==> src/hdl/bhms_pkg.sv <==
// ----------------------------------------------------------------------------
// bhms_pkg: shared types and constants of the BCD H:MM:SS countdown timer
// Command codes, digit geometry, per-cell control and the result record.
// ----------------------------------------------------------------------------
`default_nettype none

package bhms_pkg;

    // Command codes
    localparam logic [2:0] CMD_TICK   = 3'd0;
    localparam logic [2:0] CMD_CLEAR  = 3'd1;
    localparam logic [2:0] CMD_INC    = 3'd2;
    localparam logic [2:0] CMD_SWAP   = 3'd3;
    localparam logic [2:0] CMD_STORE  = 3'd4;
    localparam logic [2:0] CMD_RECALL = 3'd5;
    localparam logic [2:0] CMD_ACK    = 3'd6;

    // Digit geometry: cell 0 is seconds ones, cell 4 is hours
    localparam int N_DIGITS     = 5;
    localparam int DIGIT_W      = 4;
    localparam int PRESET_SLOTS = 3;
    localparam int SLOT_W       = 2;

    // Largest value of each digit position
    function automatic logic [DIGIT_W-1:0] digit_max(input int idx);
        logic [DIGIT_W-1:0] m;
        case (idx)
            1, 3:    m = 4'd5;
            default: m = 4'd9;
        endcase
        return m;
    endfunction

    // Command decode shared by all cells
    typedef struct packed {
        logic              clear;
        logic              swap;
        logic              store;
        logic              recall;
        logic              ack;
        logic              mark;
        logic [SLOT_W-1:0] slot;
    } cell_ctrl_t;

    // One result item
    typedef struct packed {
        logic [4:0] flags_other;
        logic [4:0] flags_active;
        logic       expired;
        logic [3:0] sec_ones;
        logic [2:0] sec_tens;
        logic [3:0] min_ones;
        logic [2:0] min_tens;
        logic [3:0] hours;
    } result_t;

endpackage

`default_nettype wire

==> src/hdl/bhms_digit_cell.sv <==
// ----------------------------------------------------------------------------
// bhms_digit_cell: one BCD digit of the countdown chain
// Holds the digit, its preset copies and its two dirty bits; takes a borrow
// from the cell below and hands a borrow to the cell above.
// ----------------------------------------------------------------------------
`default_nettype none

module bhms_digit_cell (
    input  wire logic                           aclk,
    input  wire logic                           aresetn,
    input  wire logic                           en,
    input  wire bhms_pkg::cell_ctrl_t           ctrl,
    input  wire logic                           inc,
    input  wire logic                           borrow_in,
    input  wire logic [bhms_pkg::DIGIT_W-1:0]   max_val,
    output logic                                borrow_out,
    output logic                                zero,
    output logic [bhms_pkg::DIGIT_W-1:0]        digit_next,
    output logic                                act_next,
    output logic                                oth_next
);

    logic [bhms_pkg::DIGIT_W-1:0] digit_reg;
    logic [bhms_pkg::DIGIT_W-1:0] preset_reg [bhms_pkg::PRESET_SLOTS];
    logic                         act_reg;
    logic                         oth_reg;
    logic                         touched;

    assign zero       = (digit_reg == '0);
    assign borrow_out = borrow_in & zero;
    assign touched    = borrow_in | ctrl.clear | inc | ctrl.recall;

    // Work out the digit and dirty bits after this command
    always_comb begin
        digit_next = digit_reg;
        act_next   = act_reg;
        oth_next   = oth_reg;
        if (borrow_in) begin
            digit_next = zero ? max_val : digit_reg - 1'b1;
        end else if (ctrl.clear) begin
            digit_next = '0;
        end else if (inc) begin
            digit_next = (digit_reg < max_val) ? digit_reg + 1'b1 : '0;
        end else if (ctrl.recall) begin
            digit_next = preset_reg[ctrl.slot];
        end
        if (touched) begin
            act_next = 1'b1;
        end
        if (ctrl.mark) begin
            oth_next = oth_reg | act_next;
        end
        if (ctrl.swap) begin
            act_next = oth_reg;
            oth_next = act_reg;
        end
        if (ctrl.ack) begin
            act_next = 1'b0;
        end
    end

    // Commit on each accepted transfer
    always_ff @(posedge aclk) begin
        if (!aresetn) begin
            digit_reg <= '0;
            act_reg   <= 1'b0;
            oth_reg   <= 1'b0;
            for (int i = 0; i < bhms_pkg::PRESET_SLOTS; i++) begin
                preset_reg[i] <= '0;
            end
        end else if (en) begin
            digit_reg <= digit_next;
            act_reg   <= act_next;
            oth_reg   <= oth_next;
            if (ctrl.store) begin
                preset_reg[ctrl.slot] <= digit_reg;
            end
        end
    end

endmodule

`default_nettype wire

==> src/hdl/bhms_out_buf.sv <==
// ----------------------------------------------------------------------------
// bhms_out_buf: result register with skid stage
// Holds finished results so the input side can pass one more result
// while the output side stalls.
// ----------------------------------------------------------------------------
`default_nettype none

module bhms_out_buf (
    input  wire logic              aclk,
    input  wire logic              aresetn,
    input  wire logic              in_valid,
    input  wire bhms_pkg::result_t in_data,
    output logic                   in_ready,
    output logic                   out_valid,
    output bhms_pkg::result_t      out_data,
    input  wire logic              out_ready
);

    logic              out_valid_reg;
    logic              skid_valid_reg;
    bhms_pkg::result_t out_data_reg;
    bhms_pkg::result_t skid_data_reg;

    assign in_ready  = !skid_valid_reg;
    assign out_valid = out_valid_reg;
    assign out_data  = out_data_reg;

    // Control: refill the output from the skid stage first, else from input
    always_ff @(posedge aclk) begin
        if (!aresetn) begin
            out_valid_reg  <= 1'b0;
            skid_valid_reg <= 1'b0;
        end else if (!out_valid_reg || out_ready) begin
            if (skid_valid_reg) begin
                out_valid_reg  <= 1'b1;
                skid_valid_reg <= 1'b0;
            end else begin
                out_valid_reg  <= in_valid;
            end
        end else if (in_valid) begin
            skid_valid_reg <= 1'b1;
        end
    end

    // Payload: no reset needed
    always_ff @(posedge aclk) begin
        if (!out_valid_reg || out_ready) begin
            out_data_reg <= skid_valid_reg ? skid_data_reg : in_data;
        end else if (in_valid) begin
            skid_data_reg <= in_data;
        end
    end

endmodule

`default_nettype wire

==> src/hdl/bcd_hms_countdown_timer_core.sv <==
// ----------------------------------------------------------------------------
// bcd_hms_countdown_timer_core: five-digit BCD H:MM:SS countdown timer
// The digit chain commits each accepted command; results are registered.
// Throughput: one command per cycle while the skid stage is empty.
// A stalled master side is absorbed by a one-entry skid stage.
// Reset: synchronous, active low; clears digits, dirty flags and presets.
// ----------------------------------------------------------------------------
`default_nettype none

module bcd_hms_countdown_timer_core (
    input  wire logic        aclk,
    input  wire logic        aresetn,
    input  wire logic        s_tvalid,
    output logic             s_tready,
    input  wire logic [7:0]  s_tdata,   // cmd[2:0], digit_sel[5:3], slot[7:6]
    output logic             m_tvalid,
    input  wire logic        m_tready,
    output logic [31:0]      m_tdata    // hours[3:0], min_tens[6:4], min_ones[10:7],
                                        // sec_tens[13:11], sec_ones[17:14], expired[18],
                                        // flags_active[23:19], flags_other[28:24], zero
);

    localparam int N = bhms_pkg::N_DIGITS;

    logic                 accept;
    logic [2:0]           cmd;
    logic [2:0]           digit_sel;
    logic [1:0]           slot;
    logic                 is_tick;
    logic                 any_nz;
    logic                 tick_en;
    logic                 sel_ok;
    logic                 slot_ok;
    bhms_pkg::cell_ctrl_t ctrl;
    logic [N:0]           borrow;
    logic [N-1:0]         zero;
    logic [N-1:0]         act_next;
    logic [N-1:0]         oth_next;
    logic [bhms_pkg::DIGIT_W-1:0] digit_next [N];
    bhms_pkg::result_t    res;
    bhms_pkg::result_t    m_res;

    assign accept    = s_tvalid && s_tready;
    assign cmd       = s_tdata[2:0];
    assign digit_sel = s_tdata[5:3];
    assign slot      = s_tdata[7:6];

    // Decode the command for the cells
    assign is_tick = accept && (cmd == bhms_pkg::CMD_TICK);
    assign any_nz  = !(&zero);
    assign tick_en = is_tick && any_nz;
    assign sel_ok  = int'(digit_sel) < N;
    assign slot_ok = int'(slot) < bhms_pkg::PRESET_SLOTS;

    always_comb begin
        ctrl.clear  = accept && (cmd == bhms_pkg::CMD_CLEAR);
        ctrl.swap   = accept && (cmd == bhms_pkg::CMD_SWAP);
        ctrl.store  = accept && (cmd == bhms_pkg::CMD_STORE) && slot_ok;
        ctrl.recall = accept && (cmd == bhms_pkg::CMD_RECALL) && slot_ok;
        ctrl.ack    = accept && (cmd == bhms_pkg::CMD_ACK);
        ctrl.slot   = slot;
        ctrl.mark   = tick_en || ctrl.clear || ctrl.recall
                   || (accept && (cmd == bhms_pkg::CMD_INC) && sel_ok);
    end

    // Chain of digit cells, borrow running upward from seconds ones
    assign borrow[0] = tick_en;

    for (genvar i = 0; i < N; i++) begin : g_cell
        bhms_digit_cell u_cell (
            .aclk       (aclk),
            .aresetn    (aresetn),
            .en         (accept),
            .ctrl       (ctrl),
            .inc        (accept && (cmd == bhms_pkg::CMD_INC) && (digit_sel == 3'(i))),
            .borrow_in  (borrow[i]),
            .max_val    (bhms_pkg::digit_max(i)),
            .borrow_out (borrow[i+1]),
            .zero       (zero[i]),
            .digit_next (digit_next[i]),
            .act_next   (act_next[i]),
            .oth_next   (oth_next[i])
        );
    end

    // Assemble the result of this transfer
    always_comb begin
        res.sec_ones     = digit_next[0];
        res.sec_tens     = digit_next[1][2:0];
        res.min_ones     = digit_next[2];
        res.min_tens     = digit_next[3][2:0];
        res.hours        = digit_next[4];
        res.expired      = is_tick && !any_nz;
        res.flags_active = act_next;
        res.flags_other  = oth_next;
    end

    bhms_out_buf u_out_buf (
        .aclk      (aclk),
        .aresetn   (aresetn),
        .in_valid  (accept),
        .in_data   (res),
        .in_ready  (s_tready),
        .out_valid (m_tvalid),
        .out_data  (m_res),
        .out_ready (m_tready)
    );

    assign m_tdata = {3'b000, m_res};

`ifndef ASSERT_OFF
    // Input side only stalls while a result is held
    a_stall_needs_result: assert property (@(posedge aclk) disable iff (!aresetn)
        !s_tready |-> m_tvalid)
        else $error("input stalled with no result pending");

    // An expired tick leaves every digit at zero
    a_expired_zero: assert property (@(posedge aclk) disable iff (!aresetn)
        (m_tvalid && m_tdata[18]) |-> (m_tdata[17:0] == 18'd0))
        else $error("expired reported with non-zero digits");

    // Digits stay within their BCD range
    a_digit_range: assert property (@(posedge aclk) disable iff (!aresetn)
        m_tvalid |-> (m_tdata[3:0] <= 4'd9) && (m_tdata[6:4] <= 3'd5)
                  && (m_tdata[10:7] <= 4'd9) && (m_tdata[13:11] <= 3'd5)
                  && (m_tdata[17:14] <= 4'd9))
        else $error("digit out of range");

    // Hold a stalled result steady until it is taken
    a_result_held: assert property (@(posedge aclk) disable iff (!aresetn)
        (m_tvalid && !m_tready) |=> (m_tvalid && $stable(m_tdata)))
        else $error("stalled result changed before its transfer");
`endif

endmodule

`default_nettype wire
==> config.mk <==
export PLATFORM = sky130hd
export DESIGN_NAME = bcd_hms_countdown_timer_core
export DESIGN_NICKNAME = d
export VERILOG_FILES = /design/src/hdl/bhms_pkg.sv /design/src/hdl/bhms_digit_cell.sv /design/src/hdl/bhms_out_buf.sv /design/src/hdl/bcd_hms_countdown_timer_core.sv
export SDC_FILE = /design/constraint.sdc
export NUM_CORES = 1
export LEC_CHECK = 0
export ABC_AREA = 1
export BUFFER_PORTS_ARGS = -buffer_cell sky130_fd_sc_hd__buf_2
export CORE_MARGIN = 3
export CORE_UTILIZATION = 60
export CTS_BUF_LIST = sky130_fd_sc_hd__clkbuf_8
export CTS_CLUSTER_SIZE = 16
export DETAILED_ROUTE_END_ITERATION = 8
export PLACE_DENSITY = 0.78
export SLEW_MARGIN = 5
export SYNTH_ARGS = -nofsm -noshare
export SYNTH_HDL_FRONTEND = slang
export SYNTH_HIERARCHICAL = 1
export SYNTH_SLANG_ARGS = --single-unit
==> constraint.sdc <==
create_clock -name aclk -period 10.4 [get_ports aclk]
set_clock_uncertainty 0.2 [all_clocks]
set_input_delay 2.08 -clock aclk [delete_from_list [all_inputs] [get_ports aclk]]
set_output_delay 2.08 -clock aclk [all_outputs]
set_load 0.01 [all_outputs]
==> results.cfg <==
[cts]
path_clk_slew_ns = 0.09
cts_hold_buf = 0
cts_sinks = 170
ctsResizeCount = 0
cts_buffers = 17
clkLatencyLatePin_ns = 0.47
post_cts_buffers = 0
cts_tree = built
ctsLongestPathBuffers = 2
cts_root_buffer = clkbuf_8
htreeDepth = 4

[floorplan]
rows = 45
die_h_um = 131.1
dieArea_sq_um = 17200
die_w_um = 131.1
initial_core_util = 0.6158
ioPinCount = 46
core_area_sq_um = 15260

[critical_path]
cpMostUsedCell = inv_1
cp.depth = 20
critPathTopFamily = simple AND/OR/NAND/NOR gates
crit_required_ns = 10.55
worst-path-max-fanout = 5
cp-end-kind = flop
worstSetupPathType = primary input to flop
cp-start-kind = primary input
reg2reg_depth = 25
crit_chain = buf_2 -> inv_1 -> nand2_1 -> nor2_1 -> nand2_1 -> inv_1 -> inv_1 -> nor2_1 -> inv_1 -> nor2_1 -> inv_1 -> nor2_1 -> inv_1 -> nor2_1 -> nor2_4 -> nand3_1 -> a21oi_1 -> o21ai_1 -> nand2_1 -> nand2_1
arrival_ns = 5.37
cp_slowest_cell = nor2_1
worst-path-buf-inv = 7
cpPeakStageDelay_ns = 0.43

[cells_and_area]
area_growth_pct = 9.108
antenna_cells = 0
fillerInstances = 1269
final_layout_size_suffix_gt1_frac = 0.1112
nets = 1275
largest_reg_flops = 80

[pwr]
ir_drop_mv = 0.07560
p_leak_nw = 4.884
total_power_mw = 1.481
power_density_nw_per_um2 = 144.4

[routing]
wl_per_cell_um = 14.39
viasPerCell = 5.268
wl_mm = 21.03
dr.pass1.iters = 5
initialDrtViolationCount = 839
num_vias = 7697
drc = 0
antenna_left = 0

[timing]
max_slew_margin = 0.2211
setup_tns_ns = 0
setup_viol = 0
rsz0062_at_grt = no
maxSlewViolCount = 0
fin_crit_sh = 0.5021
hold_viol = 0
finalCriticalPeriod_ns = 5.222
worst_slew_pin_slew_ns = 1.162
fmax_mhz = 191.5
setup_ws_ns = 5.178

[min_path]
holdPathStages = 2
hp-class = flop to flop

[placement]
dp_slack_ns = 4.760
dp_hpwl_mm = 14.37
gp_congestion = 0.9345
port_buffers = 42

[global_routing]
grt_use_total = 0.2510
grt_max_degree = 62
first_global_vias = 7291
grt-ovfl-total = 0
grt_pass1_wl_mm = 34.85
antenna_found_initial = 0

[status]
status = completed

[yosys]
ys.warnings.count = 6
avgSynthCellArea_sq_um = 8.080
syn-instance-count = 1163
synthesis.area_sq_um = 9397

[job]
maxCapViolCount = 0
## layout by cell type, fill, tap and decap left out, types with 2 or more instances in the layout
cell type,count
nor2_2,4
inv_1,156
o21ai_1,22
nand3_1,113
inv_6,3
clkinvlp_4,3
bufinv_16,2
nor2_1,124
dfxtp_1,32
a21oi_1,71
nor3_2,7
edfxtp_1,138
clkbuf_8,17
clkinv_2,2
nand4_1,5
o21ai_0,32
o211ai_1,6
nand2_2,15
nand2_1,319
buf_4,7
conb_1,38
xor2_1,5
nor3_1,9
buf_2,42
clkinv_4,3
inv_2,25
nor2_4,6
ha_1,25
o21bai_1,15
## final timing paths
path                                         startpoint                                to  slack, ns
max                                          s_tdata[1]  u_out_buf/out_data[28]$_DFFE_PP_       5.18
min               u_out_buf/skid_data_reg[28]$_DFFE_PP_  u_out_buf/out_data[28]$_DFFE_PP_       0.33
max reg2reg  g_cell[1].u_cell/digit_reg[0]$_SDFFE_PN0P_  u_out_buf/out_data[28]$_DFFE_PP_       5.76
min reg2reg       u_out_buf/skid_data_reg[28]$_DFFE_PP_  u_out_buf/out_data[28]$_DFFE_PP_       0.33
## layer usage
layer | up-vias | global-route usage | share of wire
met4 | 0 | 0.09102 | 0.023
met2 | 302 | 0.4136 | 0.47
met1 | 3477 | 0.3310 | 0.44
met5 | - | 0 | 0
li1 | 3878 | - | -
met3 | 40 | 0.05245 | 0.072
## worst reg2reg max path: cells and delay by family (launching register included)
kind,cells,cell delay (ns)
DFF,1,0.50
and+or+nand+nor,14,2.40
adders and majority gates,1,0.26
buffers and inverters,8,0.87
AOI/OAI and AO/OA,2,0.29
## power by group
part	switching [mW]	total [mW]	internal (mW)	leakage (nW)
Combinational	0.150	0.221	0.0710	3.04
Sequential	0.0236	0.800	0.777	1.66
Clock	0.246	0.459	0.213	0.186
Total	0.420	1.48	1.06	4.88
## per-stage QoR
stage          hold WS, ns    util  std cells  cell area, sq um
6_report            0.3260  0.6719       1461             10250
5_1_grt             0.3442  0.6719       1461             10250
4_1_cts             0.3153  0.6719       1461             10250
3_5_place_dp        0.2956  0.6468       1430              9869
3_3_place_gp        0.2960  0.6468       1430              9869
2_1_floorplan       0.2944       -       1199              9532
## final cells by class
| cell class | instances | area (sq um) | share of cell area |
|---|---|---|---|
| tap | 211 | 264.0 | 0.02575 |
| timing repair buffer | 49 | 262.8 | 0.02563 |
| clock buffer | 17 | 234.0 | 0.02282 |
| multi-input combinational | 818 | 3872 | 0.3777 |
| clock inverter | 14 | 148.9 | 0.01452 |
| sequential | 170 | 4785 | 0.4667 |
| inverter | 182 | 685.7 | 0.06688 |
Power figures use the tool's default switching activity.
